===== config.mk =====
export PLATFORM = sky130hd
export DESIGN_NAME = joystick_to_gamepad_event_translator
export DESIGN_NICKNAME = d
export VERILOG_FILES = /design/src/sv/jgev_pkg.sv /design/src/sv/jgev_front.sv /design/src/sv/jgev_queue.sv /design/src/sv/jgev_back.sv /design/src/sv/joystick_to_gamepad_event_translator.sv
export VERILOG_INCLUDE_DIRS = /design/src /design/src/sv
export SDC_FILE = /design/constraint.sdc
export NUM_CORES = 1
export LEC_CHECK = 0
export ABC_AREA = 1
export BUFFER_PORTS_ARGS = -buffer_cell sky130_fd_sc_hd__buf_2
export CELL_PAD_IN_SITES_DETAIL_PLACEMENT = 0
export CELL_PAD_IN_SITES_GLOBAL_PLACEMENT = 2
export CORE_MARGIN = 1.5
export CORE_UTILIZATION = 30
export CTS_CLUSTER_DIAMETER = 30
export DETAILED_ROUTE_END_ITERATION = 16
export HOLD_SLACK_MARGIN = 0.08
export PLACE_DENSITY = 0.85
export SLEW_MARGIN = 30
export SYNTH_ARGS = -nofsm -noshare
export SYNTH_HDL_FRONTEND = slang
export SYNTH_SLANG_ARGS = --single-unit

===== constraint.sdc =====
create_clock -name clock -period 3.43 [get_ports clock]
set_input_delay 0.686 -clock clock [delete_from_list [all_inputs] [get_ports clock]]
set_output_delay 0.686 -clock clock [all_outputs]
set_load 0.005 [all_outputs]

===== src/sv/joystick_to_gamepad_event_translator_macros.svh =====
// Assertion macros shared by the translator RTL.
`ifndef JOYSTICK_TO_GAMEPAD_EVENT_TRANSLATOR_MACROS_SVH
`define JOYSTICK_TO_GAMEPAD_EVENT_TRANSLATOR_MACROS_SVH

// same-cycle implication, disabled during reset
`define JGEV_ASSERT_NOW(label, ante, cons, msg) \
   label: assert property (@(posedge clock) disable iff (reset) (ante) |-> (cons)) \
      else $error(msg);

// next-cycle implication, disabled during reset
`define JGEV_ASSERT_NEXT(label, ante, cons, msg) \
   label: assert property (@(posedge clock) disable iff (reset) (ante) |=> (cons)) \
      else $error(msg);

`endif


===== src/sv/jgev_pkg.sv =====
// Types, constants and helper functions for the joystick event translator.
package jgev_pkg;

   localparam int NUM_BUTTONS = 16;
   localparam int BTN_LIMIT   = 21;
   localparam int MAP_W       = 48;
   localparam int MAP_SLOTS   = MAP_W / 3;
   localparam int SLOT_IDX_W  = $clog2(MAP_SLOTS);
   localparam int MAP_POS_W   = $clog2(MAP_W);

   localparam int QUEUE_DEPTH = 4;
   localparam int QPTR_W      = $clog2(QUEUE_DEPTH);
   localparam int QCNT_W      = $clog2(QUEUE_DEPTH + 1);

   localparam int CSR_ADDR_W  = 5;
   localparam int CSR_DATA_W  = 64;

   localparam logic [MAP_W-1:0] MAP_RESET    = 48'hFAC688FAC688;
   localparam logic [6:0]       DIGITAL_RESET = 7'd0;
   localparam logic [7:0]       ANALOG_RESET  = 8'hFF;
   localparam logic [14:0]      THRESH_RESET  = 15'd10000;

   localparam logic [6:0] EV_BUTTON = 7'd1;
   localparam logic [6:0] EV_AXIS   = 7'd2;

   localparam logic [23:0] BTN_UP    = 24'h000010;
   localparam logic [23:0] BTN_RIGHT = 24'h000020;
   localparam logic [23:0] BTN_DOWN  = 24'h000040;
   localparam logic [23:0] BTN_LEFT  = 24'h000080;

   localparam logic signed [16:0] AXIS_MAX = 17'sd32767;

   typedef enum logic [1:0] {
      KIND_DOWN = 2'd0,
      KIND_UP   = 2'd1,
      KIND_X    = 2'd2,
      KIND_Y    = 2'd3
   } kind_type;

   typedef enum logic [1:0] {
      REG_BUTTON_MAP   = 2'd0,
      REG_DIGITAL_AXIS = 2'd1,
      REG_ANALOG_AXIS  = 2'd2,
      REG_THRESHOLD    = 2'd3
   } reg_idx_type;

   typedef struct packed {
      logic [MAP_W-1:0] button_map;
      logic [6:0]       digital_axis;
      logic [7:0]       analog_axis;
      logic [14:0]      threshold;
   } cfg_type;

   // One queued event: mask bits are release-first, release-second,
   // press/button, analog, emitted in that order.
   typedef struct packed {
      logic [3:0]  mask;
      logic        vert;
      kind_type    r2_kind;
      logic [23:0] r2_bits;
      logic [7:0]  quot;
   } entry_type;

   function automatic logic [23:0] slot_bits(input logic [2:0] slot);
      logic [23:0] bits;
      unique case (slot)
         3'd0: bits = 24'h004000;
         3'd1: bits = 24'h002000;
         3'd2: bits = 24'h001000;
         3'd3: bits = 24'h008000;
         3'd4: bits = 24'h000100;
         3'd5: bits = 24'h000200;
         3'd6: bits = 24'h000008;
         default: bits = 24'h000001;
      endcase
      return bits;
   endfunction

   // slots past the end of the map read as slot 0
   function automatic logic [2:0] map_slot(input logic [MAP_W-1:0] map,
                                           input logic [7:0] num);
      logic [2:0] slot;
      if (num < 8'(MAP_SLOTS)) begin
         slot = map[MAP_POS_W'(3 * num[SLOT_IDX_W-1:0]) +: 3];
      end else begin
         slot = 3'd0;
      end
      return slot;
   endfunction

endpackage


===== src/sv/jgev_front.sv =====
// Front end: accepts events, updates held buttons, classifies results.
module jgev_front
   import jgev_pkg::*;
(
   input  logic             clock,
   input  logic             reset,
   input  cfg_type          cfg,
   input  logic             req_valid,
   output logic             req_stall,
   input  logic [7:0]       req_event_type,
   input  logic [7:0]       req_event_number,
   input  logic signed [15:0] req_event_value,
   output logic             q_wr,
   output entry_type        q_wr_data,
   input  logic             q_full
);

   logic [23:0] held_ff, held_in;
   logic        s1_valid_ff, s1_valid_in;
   logic [3:0]  s1_mask_ff;
   logic        s1_vert_ff;
   kind_type    s1_kind_ff;
   logic [23:0] s1_bits_ff;
   logic [23:0] s1_prod_ff;

   logic        accept;
   logic [6:0]  ev_type;
   logic        is_btn, is_axis, btn_ok, dig_hit, ana_hit, vert;
   logic [23:0] btn_bit, first, second, pos, neg, cur;
   logic        rel_first, rel_second, press;
   logic signed [16:0] val17, thr17, shifted;
   logic [23:0] prod;
   logic [3:0]  mask;
   kind_type    r2_kind;
   logic [23:0] r2_bits;
   logic [7:0]  q0;
   logic [8:0]  q1;
   logic [24:0] q1_scaled;

   always_comb begin
      req_stall = s1_valid_ff && q_full;
      accept    = req_valid && !req_stall;

      ev_type = req_event_type[6:0];
      is_btn  = (ev_type == EV_BUTTON);
      is_axis = (ev_type == EV_AXIS);
      btn_ok  = (req_event_number < 8'(NUM_BUTTONS)) && (req_event_number < 8'(BTN_LIMIT));
      btn_bit = slot_bits(map_slot(cfg.button_map, req_event_number));

      vert    = req_event_number[0];
      dig_hit = (req_event_number[7:1] == cfg.digital_axis);
      ana_hit = !cfg.analog_axis[7] && (req_event_number[7:1] == cfg.analog_axis[6:0]);

      pos    = vert ? BTN_DOWN : BTN_RIGHT;
      neg    = vert ? BTN_UP : BTN_LEFT;
      first  = vert ? BTN_UP : BTN_RIGHT;
      second = vert ? BTN_DOWN : BTN_LEFT;

      val17 = {req_event_value[15], req_event_value};
      thr17 = {2'b00, cfg.threshold};
      priority if (val17 > thr17) begin
         cur = pos;
      end else if (val17 < -thr17) begin
         cur = neg;
      end else begin
         cur = '0;
      end

      rel_first  = ((held_ff & first) != '0) && (cur != first);
      rel_second = ((held_ff & second) != '0) && (cur != second);
      press      = (cur != '0) && ((held_ff & cur) == '0);

      // (value + 32767) * 255; the only negative sum is -1, which scales to 0
      shifted = val17 + AXIS_MAX;
      if (shifted[16]) begin
         prod = '0;
      end else begin
         prod = {shifted[15:0], 8'h00} - {8'h00, shifted[15:0]};
      end

      mask    = '0;
      r2_kind = KIND_DOWN;
      r2_bits = cur;
      held_in = held_ff;
      if (is_btn && btn_ok) begin
         mask[2] = 1'b1;
         r2_bits = btn_bit;
         if (req_event_value != '0) begin
            r2_kind = KIND_DOWN;
            held_in = held_ff | btn_bit;
         end else begin
            r2_kind = KIND_UP;
            held_in = held_ff & ~btn_bit;
         end
      end else if (is_axis) begin
         if (dig_hit) begin
            mask[0] = rel_first;
            mask[1] = rel_second;
            mask[2] = press;
            held_in = (held_ff & ~(rel_first ? first : 24'h0) & ~(rel_second ? second : 24'h0))
                      | (press ? cur : 24'h0);
         end
         mask[3] = ana_hit;
      end
      if (!accept) begin
         held_in = held_ff;
      end

      q_wr = s1_valid_ff && !q_full;
      s1_valid_in = (accept && (mask != '0)) ? 1'b1 : (q_wr ? 1'b0 : s1_valid_ff);

      // product / 65534: the >>16 estimate is low by at most one
      q0        = s1_prod_ff[23:16];
      q1        = {1'b0, q0} + 9'd1;
      q1_scaled = {q1, 16'h0000} - {15'h0000, q1, 1'b0};

      q_wr_data.mask    = s1_mask_ff;
      q_wr_data.vert    = s1_vert_ff;
      q_wr_data.r2_kind = s1_kind_ff;
      q_wr_data.r2_bits = s1_bits_ff;
      q_wr_data.quot    = ({1'b0, s1_prod_ff} >= q1_scaled) ? q1[7:0] : q0;
   end

   always_ff @(posedge clock) begin
      if (reset) begin
         held_ff     <= '0;
         s1_valid_ff <= 1'b0;
      end else begin
         held_ff     <= held_in;
         s1_valid_ff <= s1_valid_in;
      end
   end

   always_ff @(posedge clock) begin
      if (accept) begin
         s1_mask_ff <= mask;
         s1_vert_ff <= vert;
         s1_kind_ff <= r2_kind;
         s1_bits_ff <= r2_bits;
         s1_prod_ff <= prod;
      end
   end

endmodule


===== src/sv/jgev_queue.sv =====
// Small FIFO of classified events between front and back ends.
module jgev_queue
   import jgev_pkg::*;
(
   input  logic      clock,
   input  logic      reset,
   input  logic      wr,
   input  entry_type wr_data,
   output logic      full,
   input  logic      rd,
   output entry_type rd_data,
   output logic      not_empty
);

   entry_type          slots_ff [QUEUE_DEPTH];
   logic [QPTR_W-1:0]  wr_ptr_ff, wr_ptr_in;
   logic [QPTR_W-1:0]  rd_ptr_ff, rd_ptr_in;
   logic [QCNT_W-1:0]  count_ff, count_in;

   always_comb begin
      full      = (count_ff == QCNT_W'(QUEUE_DEPTH));
      not_empty = (count_ff != '0);
      rd_data   = slots_ff[rd_ptr_ff];
      wr_ptr_in = wr ? wr_ptr_ff + 1'b1 : wr_ptr_ff;
      rd_ptr_in = rd ? rd_ptr_ff + 1'b1 : rd_ptr_ff;
      count_in  = count_ff + QCNT_W'(wr) - QCNT_W'(rd);
   end

   always_ff @(posedge clock) begin
      if (reset) begin
         wr_ptr_ff <= '0;
         rd_ptr_ff <= '0;
         count_ff  <= '0;
      end else begin
         wr_ptr_ff <= wr_ptr_in;
         rd_ptr_ff <= rd_ptr_in;
         count_ff  <= count_in;
      end
   end

   always_ff @(posedge clock) begin
      if (wr) begin
         slots_ff[wr_ptr_ff] <= wr_data;
      end
   end

endmodule


===== src/sv/jgev_back.sv =====
// Back end: walks each queued event and emits one result per cycle unless the output is stalled.
module jgev_back
   import jgev_pkg::*;
(
   input  logic        clock,
   input  logic        reset,
   input  logic        q_not_empty,
   input  entry_type   q_rd_data,
   output logic        q_rd,
   output logic        rsp_valid,
   input  logic        rsp_stall,
   output logic [1:0]  rsp_out_kind,
   output logic [23:0] rsp_out_payload,
   output logic        rsp_out_last
);

   logic [3:0]  work_mask_ff, work_mask_in;
   entry_type   work_ff;
   logic        rsp_valid_ff, rsp_valid_in;
   logic [1:0]  kind_ff;
   logic [23:0] payload_ff;
   logic        last_ff;

   logic        out_free, emit;
   logic [3:0]  sel, rest;
   kind_type    kind;
   logic [23:0] payload;

   always_comb begin
      out_free = !rsp_valid_ff || !rsp_stall;
      emit     = out_free && (work_mask_ff != '0);

      priority if (work_mask_ff[0]) begin
         sel     = 4'b0001;
         kind    = KIND_UP;
         payload = work_ff.vert ? BTN_UP : BTN_RIGHT;
      end else if (work_mask_ff[1]) begin
         sel     = 4'b0010;
         kind    = KIND_UP;
         payload = work_ff.vert ? BTN_DOWN : BTN_LEFT;
      end else if (work_mask_ff[2]) begin
         sel     = 4'b0100;
         kind    = work_ff.r2_kind;
         payload = work_ff.r2_bits;
      end else begin
         sel     = 4'b1000;
         kind    = work_ff.vert ? KIND_Y : KIND_X;
         payload = {16'h0000, work_ff.quot};
      end

      rest = work_mask_ff & ~sel;
      q_rd = q_not_empty && ((work_mask_ff == '0) || (emit && (rest == '0)));

      if (q_rd) begin
         work_mask_in = q_rd_data.mask;
      end else if (emit) begin
         work_mask_in = rest;
      end else begin
         work_mask_in = work_mask_ff;
      end

      rsp_valid_in = emit || !out_free;

      rsp_valid       = rsp_valid_ff;
      rsp_out_kind    = kind_ff;
      rsp_out_payload = payload_ff;
      rsp_out_last    = last_ff;
   end

   always_ff @(posedge clock) begin
      if (reset) begin
         work_mask_ff <= '0;
         rsp_valid_ff <= 1'b0;
      end else begin
         work_mask_ff <= work_mask_in;
         rsp_valid_ff <= rsp_valid_in;
      end
   end

   always_ff @(posedge clock) begin
      if (q_rd) begin
         work_ff <= q_rd_data;
      end
      if (emit) begin
         kind_ff    <= kind;
         payload_ff <= payload;
         last_ff    <= (rest == '0);
      end
   end

endmodule


===== src/sv/joystick_to_gamepad_event_translator.sv =====
// Top level of the joystick to gamepad event translator.
//
//   port group   direction  handshake          contents
//   req_*        in         valid / stall      one raw joystick event
//   rsp_*        out        valid / stall      one gamepad result
//   csr_*        in/out     APB-style, 64 bit  four configuration registers
//
// The front stage takes one event transfer per cycle and registers its
// classification; events with no result stop there, the rest enter a 4-entry queue.
// The back end emits one result per cycle, so an event yields 1 to 3 results;
// its first result passes the front register, the queue, the work and output registers.
// Reset is synchronous; it clears held buttons, queue and output valid.
// A stalled output holds; input stalls once the queue and front stage are full.
`include "joystick_to_gamepad_event_translator_macros.svh"

module joystick_to_gamepad_event_translator
   import jgev_pkg::*;
(
   input  logic                  clock,
   input  logic                  reset,
   // event input
   input  logic                  req_valid,
   output logic                  req_stall,
   input  logic [7:0]            req_event_type,
   input  logic [7:0]            req_event_number,
   input  logic signed [15:0]    req_event_value,
   // result output
   output logic                  rsp_valid,
   input  logic                  rsp_stall,
   output logic [1:0]            rsp_out_kind,
   output logic [23:0]           rsp_out_payload,
   output logic                  rsp_out_last,
   // configuration port
   input  logic                  csr_psel,
   input  logic                  csr_penable,
   input  logic                  csr_pwrite,
   input  logic [CSR_ADDR_W-1:0] csr_paddr,
   input  logic [CSR_DATA_W-1:0] csr_pwdata,
   output logic [CSR_DATA_W-1:0] csr_prdata,
   output logic                  csr_pready
);

   cfg_type     cfg_ff, cfg_in;
   logic        cfg_wr;
   reg_idx_type reg_idx;

   logic        q_wr, q_rd, q_full, q_not_empty;
   entry_type   q_wr_data, q_rd_data;

   // ---------------------------------------------------------------
   // Configuration registers: 8-byte stride, low address bits ignored
   // ---------------------------------------------------------------
   always_comb begin
      csr_pready = 1'b1;
      reg_idx    = reg_idx_type'(csr_paddr[4:3]);
      cfg_wr     = csr_psel && csr_penable && csr_pwrite && csr_pready;
      cfg_in     = cfg_ff;
      if (cfg_wr) begin
         unique case (reg_idx)
            REG_BUTTON_MAP:   cfg_in.button_map   = csr_pwdata[MAP_W-1:0];
            REG_DIGITAL_AXIS: cfg_in.digital_axis = csr_pwdata[6:0];
            REG_ANALOG_AXIS:  cfg_in.analog_axis  = csr_pwdata[7:0];
            REG_THRESHOLD:    cfg_in.threshold    = csr_pwdata[14:0];
         endcase
      end
      unique case (reg_idx)
         REG_BUTTON_MAP:   csr_prdata = CSR_DATA_W'(cfg_ff.button_map);
         REG_DIGITAL_AXIS: csr_prdata = CSR_DATA_W'(cfg_ff.digital_axis);
         REG_ANALOG_AXIS:  csr_prdata = CSR_DATA_W'(cfg_ff.analog_axis);
         REG_THRESHOLD:    csr_prdata = CSR_DATA_W'(cfg_ff.threshold);
      endcase
   end

   always_ff @(posedge clock) begin
      if (reset) begin
         cfg_ff.button_map   <= MAP_RESET;
         cfg_ff.digital_axis <= DIGITAL_RESET;
         cfg_ff.analog_axis  <= ANALOG_RESET;
         cfg_ff.threshold    <= THRESH_RESET;
      end else begin
         cfg_ff <= cfg_in;
      end
   end

   // ---------------------------------------------------------------
   // Front end: one event per cycle unless stalled, owns the held-button state
   // ---------------------------------------------------------------
   jgev_front u_front (
      .clock            (clock),
      .reset            (reset),
      .cfg              (cfg_ff),
      .req_valid        (req_valid),
      .req_stall        (req_stall),
      .req_event_type   (req_event_type),
      .req_event_number (req_event_number),
      .req_event_value  (req_event_value),
      .q_wr             (q_wr),
      .q_wr_data        (q_wr_data),
      .q_full           (q_full)
   );

   // decouples event intake from result drain
   jgev_queue u_queue (
      .clock     (clock),
      .reset     (reset),
      .wr        (q_wr),
      .wr_data   (q_wr_data),
      .full      (q_full),
      .rd        (q_rd),
      .rd_data   (q_rd_data),
      .not_empty (q_not_empty)
   );

   // ---------------------------------------------------------------
   // Back end: one result transfer per cycle unless stalled, into the output register
   // ---------------------------------------------------------------
   jgev_back u_back (
      .clock           (clock),
      .reset           (reset),
      .q_not_empty     (q_not_empty),
      .q_rd_data       (q_rd_data),
      .q_rd            (q_rd),
      .rsp_valid       (rsp_valid),
      .rsp_stall       (rsp_stall),
      .rsp_out_kind    (rsp_out_kind),
      .rsp_out_payload (rsp_out_payload),
      .rsp_out_last    (rsp_out_last)
   );

   // ---------------------------------------------------------------
   // Checks
   // ---------------------------------------------------------------
   // analog results are scaled to 0..255
   `JGEV_ASSERT_NOW(a_analog_range, rsp_valid && rsp_out_kind[1], rsp_out_payload[23:8] == 16'h0, "analog payload above 255")
   // button results carry exactly one button bit
   `JGEV_ASSERT_NOW(a_button_onehot, rsp_valid && !rsp_out_kind[1], $onehot(rsp_out_payload), "button payload not one-hot")
   // the rest of an event follows its non-final result without a gap
   `JGEV_ASSERT_NEXT(a_no_gap, rsp_valid && !rsp_stall && !rsp_out_last, rsp_valid, "gap inside one event's results")
   // the queue never takes an entry while full
   `JGEV_ASSERT_NOW(a_queue_wr, q_wr, !q_full, "queue write while full")

endmodule

-- Word-level counts from Yosys, hierarchy flattened
Memories as Yosys holds them, arrays and structs flattened. A register that Yosys moved wholly into a read port is not among the register bits.
Cells that the tools add are included.
- register bits after elaboration: 232
- word-level logic and storage cells: 157
- memories kept: 1
- memory bits (writable): 156
- output and inout bits: 94
- memory list (memory ; words ; width ; rd ports ; clocked after Yosys merged registers in ; write ports ; RTL line ; RTL):
    u_queue.slots_ff ; 4 ; 39 ; 1 ; 1 ; 1 ; jgev_queue.sv:15 ; entry_type slots_ff [QUEUE_DEPTH];
- add/subtract/negate cells: 9
- multipliers: 1
- reductions and logical operators: 46
- magnitude comparators: 5
- bitwise operators: 13
- shift operators: 1
- equality and inequality tests: 16
- mux-type cells: 42
- operators by type and width (cell ; count):
    24-bit 2-to-1 mux ; 13
    64-bit one-hot mux with 4 select lines ; 1
    24-bit bitwise AND ; 6
    16-bit one-hot mux with 7 select lines ; 1
    24-bit nonzero test ; 3
    24-bit != test ; 2
    24-bit inverter ; 2
    48-bit by 7-bit indexed part select with 3-bit output ; 1
    8-bit 2-to-1 mux ; 4
    24-bit by 25-bit greater-or-equal comparator with 1-bit output ; 1
    25-bit by 10-bit subtractor with 25-bit output ; 1
    24-bit logical NOT ; 1
    4-bit 2-to-1 mux ; 6
    16-bit inverter with 24-bit output ; 1
    24-bit by 16-bit bitwise OR with 24-bit output ; 1
    24-bit bitwise OR ; 1
    24-bit by 16-bit subtractor with 24-bit output ; 1
    16-bit by 16-bit adder with 17-bit output (second input constant) ; 1
    16-bit by 17-bit < comparator with 1-bit output ; 1
    15-bit negation with 17-bit output ; 1
    16-bit > comparator ; 1
    8-bit by 5-bit < comparator with 1-bit output (second input constant) ; 2
    16-bit nonzero test ; 1
    1-bit logical AND ; 15
    other kinds (31) ; 65

-- Depth between registers and ports, before layout
Gate-level depths: netlist (run 1).
- depth in word-level cells: 14
- mapped depth: 32
- depth with buffers taken out: 32

-- Modules after synthesis
From an unflattened synthesis (run 1), not the netlist that was laid out.
- cell total of the unflattened synthesis: 2142
- area, all modules: 18790.5 µm²
- modules (own cells, without submodules) (module ; seq. area each (µm²) ; instances ; area each (µm²) ; cells an instance):
    jgev_queue ; 4864.7 ; 1 ; 6596.3 ; 511
    jgev_front ; 1361.3 ; 1 ; 6050.8 ; 895
    joystick_to_gamepad_event_translator ; 1561.5 ; 1 ; 3658.5 ; 563
    jgev_back ; 1961.9 ; 1 ; 2484.9 ; 173

-- Least setup slack after synthesis (run 1)
OpenSTA, ideal clock, no wires.
- path type: input-to-reg
- start point: input port req_event_value[0]
- end point: register u_front.s1_prod_ff[18] (data pin)
- data required time: 3.160 ns
- buffers on the path: 0
- setup time: 0.270 ns
- setup slack: 0.082 ns
- stages: 17
- arrival time: 3.078 ns
- cells stage by stage: inv_2 -> ha_1 -> nand2_2 -> nor2_1 -> nand2_1 -> nor2_2 -> nand2_1 -> xor2_1 -> ha_1 -> nand2_1 -> nor2_1 -> a2111oi_0 -> o21ai_1 -> nand2_1 -> nand2_1 -> o21ai_0 -> a21oi_1
- word-level cells in the longest chain between the ends: 2
- ends and longest elaborated chain (what ; RTL line ; RTL):
    start, declared ; joystick_to_gamepad_event_translator.sv:26 ; input logic signed [15:0] req_event_value,
    16-bit by 16-bit adder with 17-bit output (*) ; jgev_front.sv:74 ; shifted = val17 + AXIS_MAX;
    24-bit by 16-bit subtractor with 24-bit output ; jgev_front.sv:78 ; prod = {shifted[15:0], 8'h00} - {8'h00, shifted[15:0]};
    end signal, assigned ; jgev_front.sv:140 ; s1_prod_ff <= prod;
    end, declared ; jgev_front.sv:24 ; logic [23:0] s1_prod_ff;
Every way passes the cells marked *; elsewhere a longest branch is shown, timed or not.
A chain may end at the register's enable or synchronous reset.

==> run summary, run 1 <==
Most used DFF post-synth = edfxtp_1
Post-Syn Area = 0.0148 mm2
CP Cell Sequence = ha_4 -> nand2_4 -> nor2_4 -> xnor2_2 -> inv_2 -> nor2_4 -> inv_2 -> nor2_4 -> nand4_4 -> nor2_4 -> buf_4 -> nor2_1 -> xor2_1 -> ha_1 -> nand2_1 -> nor4_2 -> a41oi_2 -> nand2_4 -> nand2_8 -> nand2_1 -> nand2_2
CP max stage delay = 450 ps
# setup viols final = 14
CP max FO = 8
Post-synth EDFFs = 185
Slowest cell on crit path = edfxtp_1
Netlist cell types = 56
Delay-heaviest family, CP = simple AND/OR/NAND/NOR gates
First-pass GRT wire length = 63600 um
Setup WS pre-CTS = -100 ps
Antenna violations before repair = 0
Data required time of the worst path = 3740 ps
Largest net degree at the start of global routing = 56
CP Capture Type = flop
Unrepaired setup endpoints after global routing = yes
ANT cells = 0
Placed instance count = 2584
Register area share after synthesis = 0.505
Via Count = 12560
Clock sink count = 282
Die Width = 225 um
Number of global-route vias before repair = 12270
Total core area = 0.0488 mm2
Clk_skew = 24.8 ps
# rows = 81
Hold path depth = 3
Total wire length = 41000 um
WL/cell = 15.0 um
VDD IR-drop max = 0.000327 V
DIE AREA = 0.0508 mm2
Critical Path Start Type = flop
Clk buf depth = 3
CTS root buf = clkbuf_16
Clk slew on worst S/H paths = 40 ps
GRT Resource Usage Total = 0.159
Status = finished with violations
Share of cells above drive strength 1 = 0.252
Yosys reg bits = 282
Synth Area per Inst = 8.74 um2
CP most frequent cell = nor2_4
CTS tree = done
LEAKAGE = 8.76 nW
Share of synthesized flip-flops with an asynchronous set or reset = 0
Worst reg-to-reg path cell count = 21
CTS Hold Bufs = 0
Gate Count Post-Synth = 1699
Cell count along the critical path = 21
Congestion Overflow GR = 0
Min Tclk post-route = 3440 ps
PortBufs = 154
Period Utilization, post-route = 1.00
TritonCTS Buffers = 71
Drt first-iter violations = 664
Num ports = 202
Final worst setup slack = -12.0 ps
Worst Tran Pin Value = 876 ps
Depth of the CTS H-tree = 3
Skew-Pair Late Insertion Delay = 570 ps
1st-pass router iterations = 5
Final HPWL DP = 29800 um
Area grow syn2layout = 34.8%
Arr. time, crit path = 3750 ps
Non-Filler Instances = 2729
Number of vias per cell = 4.60
Cell Pwr Density = 666 mW/mm2
Slew Limit Fails = 0
Hold Fails Final Rpt = 0
RePlAce Congestion = 0.899
Most frequent cells in the layout = nand2_1, nor2_1, inv_1, edfxtp_1, buf_2
Post-route antenna net violation count = 0
Failing checks = setup timing
Commonest non-fill, non-tap cell in the layout = nand2_1
Hold Path Class = input pin to flop
Ys Warns = 0
Max_cap viols = 0
Max-slew headroom = 0.414
DRC Markers = 0
CP Class = flop to flop
Combined buffer and inverter count along the critical path = 3
Initial Util = 0.304
Net count, final = 2188
Hold WS = 328 ps
Fmax = 291 MHz
Die Span Y = 225 um
[per-layer routing]
metal	vias to the layer above	share of wire	global-route usage	routed length, um
li1	6341	-	-	-
met3	55	0.052	0.0271	2130
met4	0	0.018	0.0528	736
met2	320	0.47	0.261	19400
met5	-	0	0	0
met1	5844	0.46	0.212	18800
[synth_stat cells (3+ instances only)]
cell type	count	area, um2
xor2_1	39	342
o2111ai_1	4	35.0
dfxtp_1	97	1940
inv_1	196	736
o21ai_0	146	731
nand3_1	69	345
xnor2_1	10	87.6
a31oi_1	5	31.3
ha_1	71	888
edfxtp_1	185	5560
nand3b_1	5	37.5
buf_4	27	203
nor2_4	4	45.0
nor2_2	8	50.1
clkbuf_1	51	191
nand2_4	5	56.3
nand2_1	279	1050
o22ai_1	30	188
a21o_1	3	22.5
nor2_1	234	878
nor4_1	4	25.0
nand4_1	13	81.3
o21ai_1	3	15.0
and2_1	4	25.0
a21oi_1	107	536
inv_2	6	22.5
o21a_1	4	30.0
a211oi_1	3	22.5
o211ai_1	34	255
nor3_1	18	90.1
[where the power goes]
part           switching (mW)  leakage [nW]  internal [mW]
Sequential              0.168          2.54           4.23
Combinational            1.59          5.07          0.881
Clock                    2.06          1.15           4.39
Total                    3.82          8.76           9.50
[through the flow]
step	util	power (mW)	setup TNS, ps	area, um2
after floorplan	-	5.94	0	14900
after global placement	0.350	6.80	-2040	17100
after detailed placement	0.350	6.86	-2720	17100
after CTS	0.402	13.4	-133	19600
after global routing	0.409	14.0	-9960	20000
final	0.409	13.3	-74.8	20000
[timing repair]
item | 4_1_cts | 5_1_grt
endpoints found under the hold margin | 0 | 0
gates cloned | 1 | 0
resized for setup | 22 | 71
buffers inserted | 5 | 9
pin swaps | 9 | 30
setup endpoints to repair | 33 | 41
[final timing paths]
path         slack (ps)                endpoint                   start
max                 -10  u_queue.slots_ff[1][5]  u_front.s1_prod_ff[16]
min reg2reg         460                    flop    u_queue.rd_ptr_ff[1]
max reg2reg         -10  u_queue.slots_ff[1][5]  u_front.s1_prod_ff[16]
min                 330              cfg_ff[64]          csr_pwdata[34]
[state kept, by name, indices dropped and copies added (netlist names), named ones only]
| name | cells |
|---|---|
| u_back.rsp_out_kind | 2 |
| u_queue.wr_ptr_ff | 2 |
| u_front.s1_prod_ff | 24 |
| u_front.s1_valid_ff | 1 |
| u_back.rsp_valid | 1 |
| u_front.s1_vert_ff | 1 |
| u_queue.rd_ptr_ff | 2 |
| u_back.work_mask_ff | 4 |
| u_back.rsp_out_last | 1 |
| u_front.held_ff | 4 |
| u_back.work_ff | 22 |
| cfg_ff | 78 |
| u_queue.slots_ff | 104 |
| u_queue.count_ff | 3 |
| u_front.s1_kind_ff | 1 |
| u_front.s1_bits_ff | 12 |
| u_front.s1_mask_ff | 4 |
| u_back.rsp_out_payload | 14 |
[tightest hold or removal path, delay by kind of cell]
kind	cells	cell delay [ps]
buffers and inverters	1	80
AND/OR/NAND/NOR	1	40
AO/OA/AOI/OAI	1	60
[cell families after synthesis]
family	after synthesis	share of synthesized area
xor gates and xnor gates	52	0.0322
buffers and inverters	285	0.0791
other	2	0.000506
adders and majority gates	72	0.0612
DFF	282	0.505
AOI/OAI and AO/OA	352	0.134
and+or+nand+nor	654	0.188
[cell type report]
type | count | area [um2]
tap | 664 | 831
clock inverter | 48 | 551
multi-input combinational | 1158 | 6670
inverter | 203 | 764
clock buffer | 82 | 1840
sequential | 282 | 7500
timing repair buffer | 292 | 1840
fill | 4879 | 28800
No activity file was read; power rests on OpenSTA's default activity.
==> inputs of run 2 (changes only) <==
Settings changed: REMOVE_ABC_BUFFERS from default to 1.
==> run 2 against run 1 <==
The flow still finishes with violations (setup timing). Cell count up 0.11%. Via count up 0.13%. Count of clock-buffer cells in the layout decreased by 6. Combinational power is essentially flat. Maximum frequency fell by 0.70%. Clock skew barely moved. First-iteration DRC count fell by 0.90%. Wire length decreased by 0.23%. Critical path depth grew 9. Sequential share of layout area barely moved. Critical endpoint is now u_queue.slots_ff[3][2]. Largest power group unchanged. Highest routed layer is now met5.
==> run summary, run 2 (synthesis gave the netlist of run 1 again) <==
WL/cell = 15.0 um (about the same)
Delay-heaviest family, CP = simple AND/OR/NAND/NOR gates (unchanged)
Final worst setup slack = -36.4 ps (was -12.0 ps)
Worst reg-to-reg path cell count = 30 (was 21)
PortBufs = 154 (unchanged)
Clk buf depth = 3 (unchanged)
Congestion Overflow GR = 0 (unchanged)
Area grow syn2layout = 34.7% (was 34.8%)
Die Span Y = 225 um (unchanged)
Max_cap viols = 0 (unchanged)
Placed Area = 0.0171 mm2 (about the same)
First-pass GRT wire length = 64100 um (was 63600 um)
Commonest non-fill, non-tap cell in the layout = nand2_1 (unchanged)
Drt first-iter violations = 658 (was 664)
Hold path startpoint = csr_pwdata[41] (was csr_pwdata[34])
Net count, final = 2193 (was 2188)
Fmax = 288 MHz (was 291 MHz)
Largest register FFs = 104 (unchanged)
Max-slew headroom = 0.416 (was 0.414)
# setup viols final = 28 (was 14)
CTS Hold Bufs = 0 (unchanged)
Hold Path Class = input pin to flop (unchanged)
Hold path depth = 3 (unchanged)
Share of cells above drive strength 1 = 0.258 (was 0.252)
TritonCTS Buffers = 67 (was 71)
Total core area = 0.0488 mm2 (unchanged)
Period Utilization, post-route = 1.01 (was 1.00)
Largest net degree at the start of global routing = 56 (unchanged)
Final HPWL DP = 29300 um (was 29800 um)
GRT Resource Usage Total = 0.160 (was 0.159)
Initial Util = 0.304 (unchanged)
Die Width = 225 um (unchanged)
Min Tclk post-route = 3470 ps (was 3440 ps)
Depth of the CTS H-tree = 3 (unchanged)
Most frequent cells in the layout = nand2_1, nor2_1, inv_1, edfxtp_1, buf_2 (unchanged)
Via Count = 12576 (was 12560)
CP max stage delay = 480 ps (was 450 ps)
RePlAce Congestion = 0.830 (was 0.899)
Combined buffer and inverter count along the critical path = 3 (unchanged)
CP max FO = 5 (was 8)
CTS tree = done (unchanged)
CP Class = flop to flop (unchanged)
Cell Pwr Density = 660 mW/mm2 (was 666 mW/mm2)
Slowest cell on crit path = edfxtp_1 (unchanged)
Clk slew on worst S/H paths = 50 ps (was 40 ps)
Post-route antenna net violation count = 0 (unchanged)
Number of vias per cell = 4.60 (about the same)
Total wire length = 40900 um (was 41000 um)
1st-pass router iterations = 5 (unchanged)
Slew Limit Fails = 0 (unchanged)
CTS root buf = clkbuf_16 (unchanged)
Most flops, register = u_queue.slots_ff (unchanged)
Clock sink count = 282 (unchanged)
Unrepaired setup endpoints after global routing = yes (unchanged)
Post-route cell area = 0.0200 mm2 (about the same)
LEAKAGE = 8.76 nW (about the same)
Worst r2r src = u_front.s1_prod_ff[17] (was u_front.s1_prod_ff[16])
Arr. time, crit path = 3770 ps (was 3750 ps)
CP Capture Type = flop (unchanged)
Top Registers = u_queue.slots_ff (104), cfg_ff (78), u_front.s1_prod_ff (24) (unchanged)
Hold Path Sink = cfg_ff[71] (was cfg_ff[64])
Reg2reg setup slack = -40 ps (was -10 ps)
DRC Markers = 0 (unchanged)
VDD IR-drop max = 0.000364 V (was 0.000327 V)
Status = finished with violations (unchanged)
Worst Tran Pin Value = 875 ps (was 876 ps)
Failing checks = setup timing (unchanged)
FF-to-FF End = u_queue.slots_ff[3][2] (was u_queue.slots_ff[1][5])
Critical Path Start Type = flop (unchanged)
DIE AREA = 0.0508 mm2 (unchanged)
Num ports = 202 (unchanged)
Skew-Pair Late Insertion Delay = 570 ps (about the same)
Data required time of the worst path = 3730 ps (was 3740 ps)
CP most frequent cell = nand2_1 (was nor2_4)
# rows = 81 (unchanged)
Number of global-route vias before repair = 12271 (was 12270)
Clk_skew = 24.8 ps (about the same)
Hold Fails Final Rpt = 0 (unchanged)
Setup WS pre-CTS = -150 ps (was -100 ps)
Antenna violations before repair = 3 (was 0)
[run 2: cell types whose count changed in the layout (fill, tap and decap cells not counted), moves of 3 or more]
cell	before	now
inv_6	3	10
clkbuf_16	71	67
buf_4	133	143
clkinv_1	9	4
nand2_1	255	251
clkinv_4	5	2
clkinv_16	3	0
[run 2: final cells by class]
class                   instances  area, um2
well taps                     664        831
fillers                      4931      28800
diodes                          2       5.00
flip-flops and latches        282       7500
clock buffers                  76       1720
clock inverters                46        554
inverters                     203        762
multi-input cells            1158       6720
repair buffers                301       1910
[run 2: worst max-delay path by stage]
stage,start,to,depth (start not counted)
global route,u_front.s1_prod_ff[17],u_queue.slots_ff[3][2],30
CTS,u_front.s1_prod_ff[17],u_queue.slots_ff[3][2],30
detailed placement,req_event_value[1],u_front.s1_prod_ff[19],19
floorplan,csr_paddr[4],cfg_ff[34],6
finish,u_front.s1_prod_ff[17],u_queue.slots_ff[3][2],30
global placement,req_event_value[1],u_front.s1_prod_ff[22],18
[run 2: layer usage]
layer	wire [um]	global-route usage
met1	18600	0.211
met2	19700	0.264
met3	1820	0.0306
met4	770	0.0533
met5	13	0
[run 2: what timing repair did]
action | 4_1_cts | 5_1_grt
gates cloned | 1 | 0
setup endpoints to repair | 37 | 42
setup buffers | 19 | 9
resized for setup | 23 | 77
pin swaps | 10 | 25
[run 2: report_power, final]
group,switching [mW],total (mW),internal (mW)
clock network,2.01,6.32,4.31
logic,1.60,2.49,0.891
registers,0.167,4.39,4.22
total,3.78,13.2,9.43
[run 2: worst register-to-register path, delay by kind of cell (launching register included)]
family | cells | cell delay [ps]
AND/OR/NAND/NOR | 22 | 1720
flip-flops | 1 | 480
adder cells (fa/ha/maj) | 2 | 440
AO/OA/AOI/OAI | 2 | 240
buffers and inverters | 3 | 200
XOR/XNOR | 1 | 130
[run 2: through the flow]
stage | util | setup TNS (ps) | cells | total power [mW] | hold WS [ps]
detailed placement | 0.350 | -4520 | 2580 | 6.83 | 460
CTS | 0.401 | -518 | 2722 | 13.3 | 309
finish | 0.409 | -584 | 2732 | 13.2 | 335
global route | 0.409 | -10170 | 2732 | 13.9 | 330
floorplan | - | -36670 | 1642 | 5.86 | 437
global placement | 0.350 | -2250 | 2580 | 6.77 | 452
